[config.mk]
export PLATFORM = sky130hd
export DESIGN_NAME = vcrd_ram
export DESIGN_NICKNAME = d
export VERILOG_FILES = /design/src/design/vcrd_ram.sv
export SDC_FILE = /design/constraint.sdc
export NUM_CORES = 1
export LEC_CHECK = 0
export BUFFER_PORTS_ARGS = -buffer_cell sky130_fd_sc_hd__buf_2
export CELL_PAD_IN_SITES_DETAIL_PLACEMENT = 0
export CELL_PAD_IN_SITES_GLOBAL_PLACEMENT = 1
export CORE_UTILIZATION = 37
export CTS_BUF_LIST = sky130_fd_sc_hd__clkbuf_2
export CTS_CLUSTER_DIAMETER = 50
export DETAILED_ROUTE_END_ITERATION = 12
export PLACE_DENSITY = 0.59
export SLEW_MARGIN = 40
export SYNTH_ARGS = -nofsm -noshare
export SYNTH_HDL_FRONTEND = slang
export SYNTH_SLANG_ARGS = --single-unit
[constraint.sdc]
create_clock -name i_clk -period 3.6 [get_ports i_clk]
set_input_delay 0.36 -clock i_clk [delete_from_list [all_inputs] [get_ports i_clk]]
set_output_delay 0.36 -clock i_clk [all_outputs]
set_load 0.01 [all_outputs]
[src/design/vcrd_ram.sv]
module vcrd_ram #(
    parameter int WIDTH = 32,
    parameter int DEPTH = 16
) (
    input  logic                                   i_clk,
    input  logic                                   i_we,
    input  logic [((DEPTH > 1) ? $clog2(DEPTH) : 1)-1:0] i_waddr,
    input  logic [WIDTH-1:0]                       i_wdata,
    input  logic [((DEPTH > 1) ? $clog2(DEPTH) : 1)-1:0] i_raddr,
    output logic [WIDTH-1:0]                       o_rdata
);

    logic [WIDTH-1:0] r_mem [DEPTH];
    logic [WIDTH-1:0] r_rdata;

    // one write port, one registered read port
    always_ff @(posedge i_clk) begin
        if (i_we) begin
            r_mem[i_waddr] <= i_wdata;
        end
        r_rdata <= r_mem[i_raddr];
    end

    assign o_rdata = r_rdata;

endmodule

==> impl_metrics.py <==
metrics = {
    "detailed_routing": {
        "vias_per_cell": 5.11,
        "via_count": 9841,
        "drt-total-wl_um": 44800,
        "drt_first_pass_iters": 7,
        "drtIter0Drc": 776,
        "ant_nets": 0,
        "wl_per_cell_um": 23.2,
        "post-route-drc-count": 0,
    },
    "clock_network": {
        "cts_resized": 0,
        "clockRootBuffer": "clkbuf_2",
        "cts.sinks": 544,
        "cts_tree": "built",
        "path_clk_slew_ns": 0.10,
        "insertion_delay_ns": 1.28,
        "cts_made_buffers": 139,
        "cts_buffer_depth": 3,
        "h-tree-depth": 4,
    },
    "finish": {
        "areaGrowthSynthToFinish_pct": 18.8,
        "multi_input_area_um2": 3750,
        "seqCellArea_um2": 16000,
        "final_layout_size_suffix_gt1_frac": 0.407,
        "fillers": 4604,
        "nets": 1169,
    },
    "logic_synthesis": {
        "ys_types": 18,
        "syn_inst": 838,
        "synth_commonest_cells": "edfxtp_1, mux4_2, a22oi_1",
        "synth_ff_type": "edfxtp_1",
        "syn_area_um2": 19900,
        "synth_top_area_frac": 0.774,
        "syn_area_per_cell_um2": 23.7,
        "seq_area_frac_synth": 0.807,
        "ys_async_sr_fraction": 0,
        "yosys_register_bits": 544,
        "synth_top_cell_by_area": "edfxtp_1",
        "synth_edf_count": 512,
        "yosys_warnings": 0,
        "synthTopCellsByArea": "edfxtp_1, mux4_2, dfxtp_1",
        "yosysMostFrequentCell": "edfxtp_1",
        "synth_nets": 880,
    },
    "power_and_ir_drop": {
        "switching_power_uw": 2870,
        "combPwrFrac": 0.058,
        "power_density_nw_per_um2": 526,
        "vdd_drop_max_mv": 0.265,
        "clock_power_share": 0.368,
        "p_int_uw": 9530,
        "p_seq_frac": 0.574,
        "p_sw_frac": 0.232,
        "p_leak_uw": 0.00797,
    },
    "timing": {
        "fin_crit_sh": 0.711,
        "finalMaxSlewViolations": 0,
        "tightest_slew_ns": 0.865,
        "holdWs_ns": 0.259,
        "slew_headroom": 0.423,
        "finalCriticalPeriod_ns": 2.56,
        "finClkSkew_ns": 0.0561,
        "setup-tns-final_ns": 0,
        "fmax_ghz": 0.391,
        "setup_violations": 0,
        "finalHoldViolations": 0,
        "rsz0062_at_grt": "false",
    },
    "critical_path": {
        "cp.arrival_ns": 3.70,
        "crit_path_frequent_cell": "dlygate4sd3_1",
        "slowest_stage": "dlygate4sd3_1",
        "worstPathCellList": "dlygate4sd3_1 > clkbuf_8 > buf_12 > mux4_2 > a22oi_1 > dlygate4sd3_1 > nand2_1 > dlygate4sd3_1",
        "cp-start-kind": "primary input",
        "crit_fanout": 43,
        "critPathMaxStageDelay_ns": 0.60,
        "setup.worst_path.class": "primary input to register",
        "required_ns": 4.74,
        "setup.worst_path.end_class": "register",
    },
    "floorplan": {
        "die_x_um": 234,
        "die_h_um": 234,
        "num_rows": 84,
        "io_pins": 74,
        "design.core.area_um2": 52800,
        "die_area_um2": 54600,
        "start_util": 0.376,
    },
    "outcome": {
        "status": "finished clean",
    },
    "placed_design": {
        "gp_congestion": 0.697,
        "portBuffers": 73,
        "dpl.hpwl_um": 23000,
    },
    "flow_run": {
        "drv_cap": 0,
    },
    "global_routing": {
        "grt_overflow": 0,
        "grtUsageTotal": 0.173,
        "grt_max_degree": 52,
        "grt_antenna_before_repair": 5,
        "grt_pass1_wl_um": 66600,
        "grt_pass1_vias": 10700,
    },
    "min_path": {
        "worstHoldPathType": "primary input to register",
    },
}
cells in the final DEF, fill, tap and decap left out:
cell type,instances
clkbuf_8,1
buf_12,4
nand3b_1,2
diode_2,5
or3b_2,1
buf_8,3
nand2b_1,2
buf_2,72
and2_4,1
nor2_4,13
clkinv_2,1
dfxtp_1,32
nor2b_4,2
a22oi_1,64
dlygate4sd3_1,79
mux4_2,128
inv_2,6
clkinv_1,6
clkinvlp_4,1
nand2_1,33
nand3_1,1
edfxtp_1,512
clkbuf_2,226
buf_6,1
buf_16,1
bufinv_16,7
nor3_2,4
buf_4,30
worst paths after layout:
kind | startpoint | endpoint | slack (ns) | cells after the start
worst min register to register | r_mem[12][17] | o_rdata[17] | 0.65 | 3
worst min-delay path | i_raddr[2] | o_rdata[5] | 0.26 | 5
worst max register to register | r_mem[11][25] | o_rdata[25] | 1.25 | 5
worst max-delay path | i_raddr[0] | o_rdata[25] | 1.04 | 8
cell type report:
class | instances | share of cell area
Antenna cell | 5 | 0.000530
Clock buffer | 226 | 0.0479
Clock inverter | 21 | 0.0113
Multi-Input combinational cell | 251 | 0.159
Sequential cell | 544 | 0.679
Tap cell | 688 | 0.0365
Timing Repair Buffer | 191 | 0.0659
critical path: cells and delay by family:
kind,cells,cell delay [ns]
buffers and inverters,5,2.48
muxes,1,0.53
AOI/OAI and AO/OA,1,0.21
and+or+nand+nor,1,0.05
power by group through the flow:
stage | sequential [uW] | clock (uW) | combinational [uW]
after CTS | 7120 | 4750 | 735
after floorplan | 7270 | 0 | 340
after global routing | 7130 | 5060 | 779
final | 7110 | 4570 | 719
after global placement | 7260 | 0 | 646
after detailed placement | 7260 | 0 | 661
per-layer routing:
metal	track usage	share of wire	routed length (um)	vias up
li1	-	-	-	4248
met4	0.0643	0.018	789	6
met2	0.259	0.48	21300	292
met5	0	0.00076	34	-
met1	0.231	0.44	19700	5226
met3	0.0604	0.065	2910	69
metrics by stage:
| stage | instances | area (um2) | setup slack (ns) | power (uW) | util |
|---|---|---|---|---|---|
| 2_1_floorplan | 838 | 19900 | 0.0604 | 7610 | - |
| 3_3_place_gp | 1590 | 21300 | 1.26 | 7910 | 0.404 |
| 3_5_place_dp | 1593 | 21400 | 1.24 | 7920 | 0.405 |
| 4_1_cts | 1920 | 23600 | 1.15 | 12600 | 0.447 |
| 5_1_grt | 1924 | 23600 | 1.00 | 13000 | 0.447 |
| 6_report | 1926 | 23600 | 1.04 | 12400 | 0.447 |
logic make-up after synthesis:
logic type             synth area share
flip-flops                        0.807
multiplexers                      0.145
AO/OA/AOI/OAI                    0.0242
AND/OR/NAND/NOR                  0.0127
buffers and inverters            0.0112
flip-flops by register name, summed over array words and instances (netlist names):
name	flops
o_rdata	32
r_mem	512
repair_timing:
item,CTS,global route
hold buffers,80,0
buffers inserted,0,0
hold endpoints to repair,834,0
Note: power is estimated with default switching activity, not from simulation.
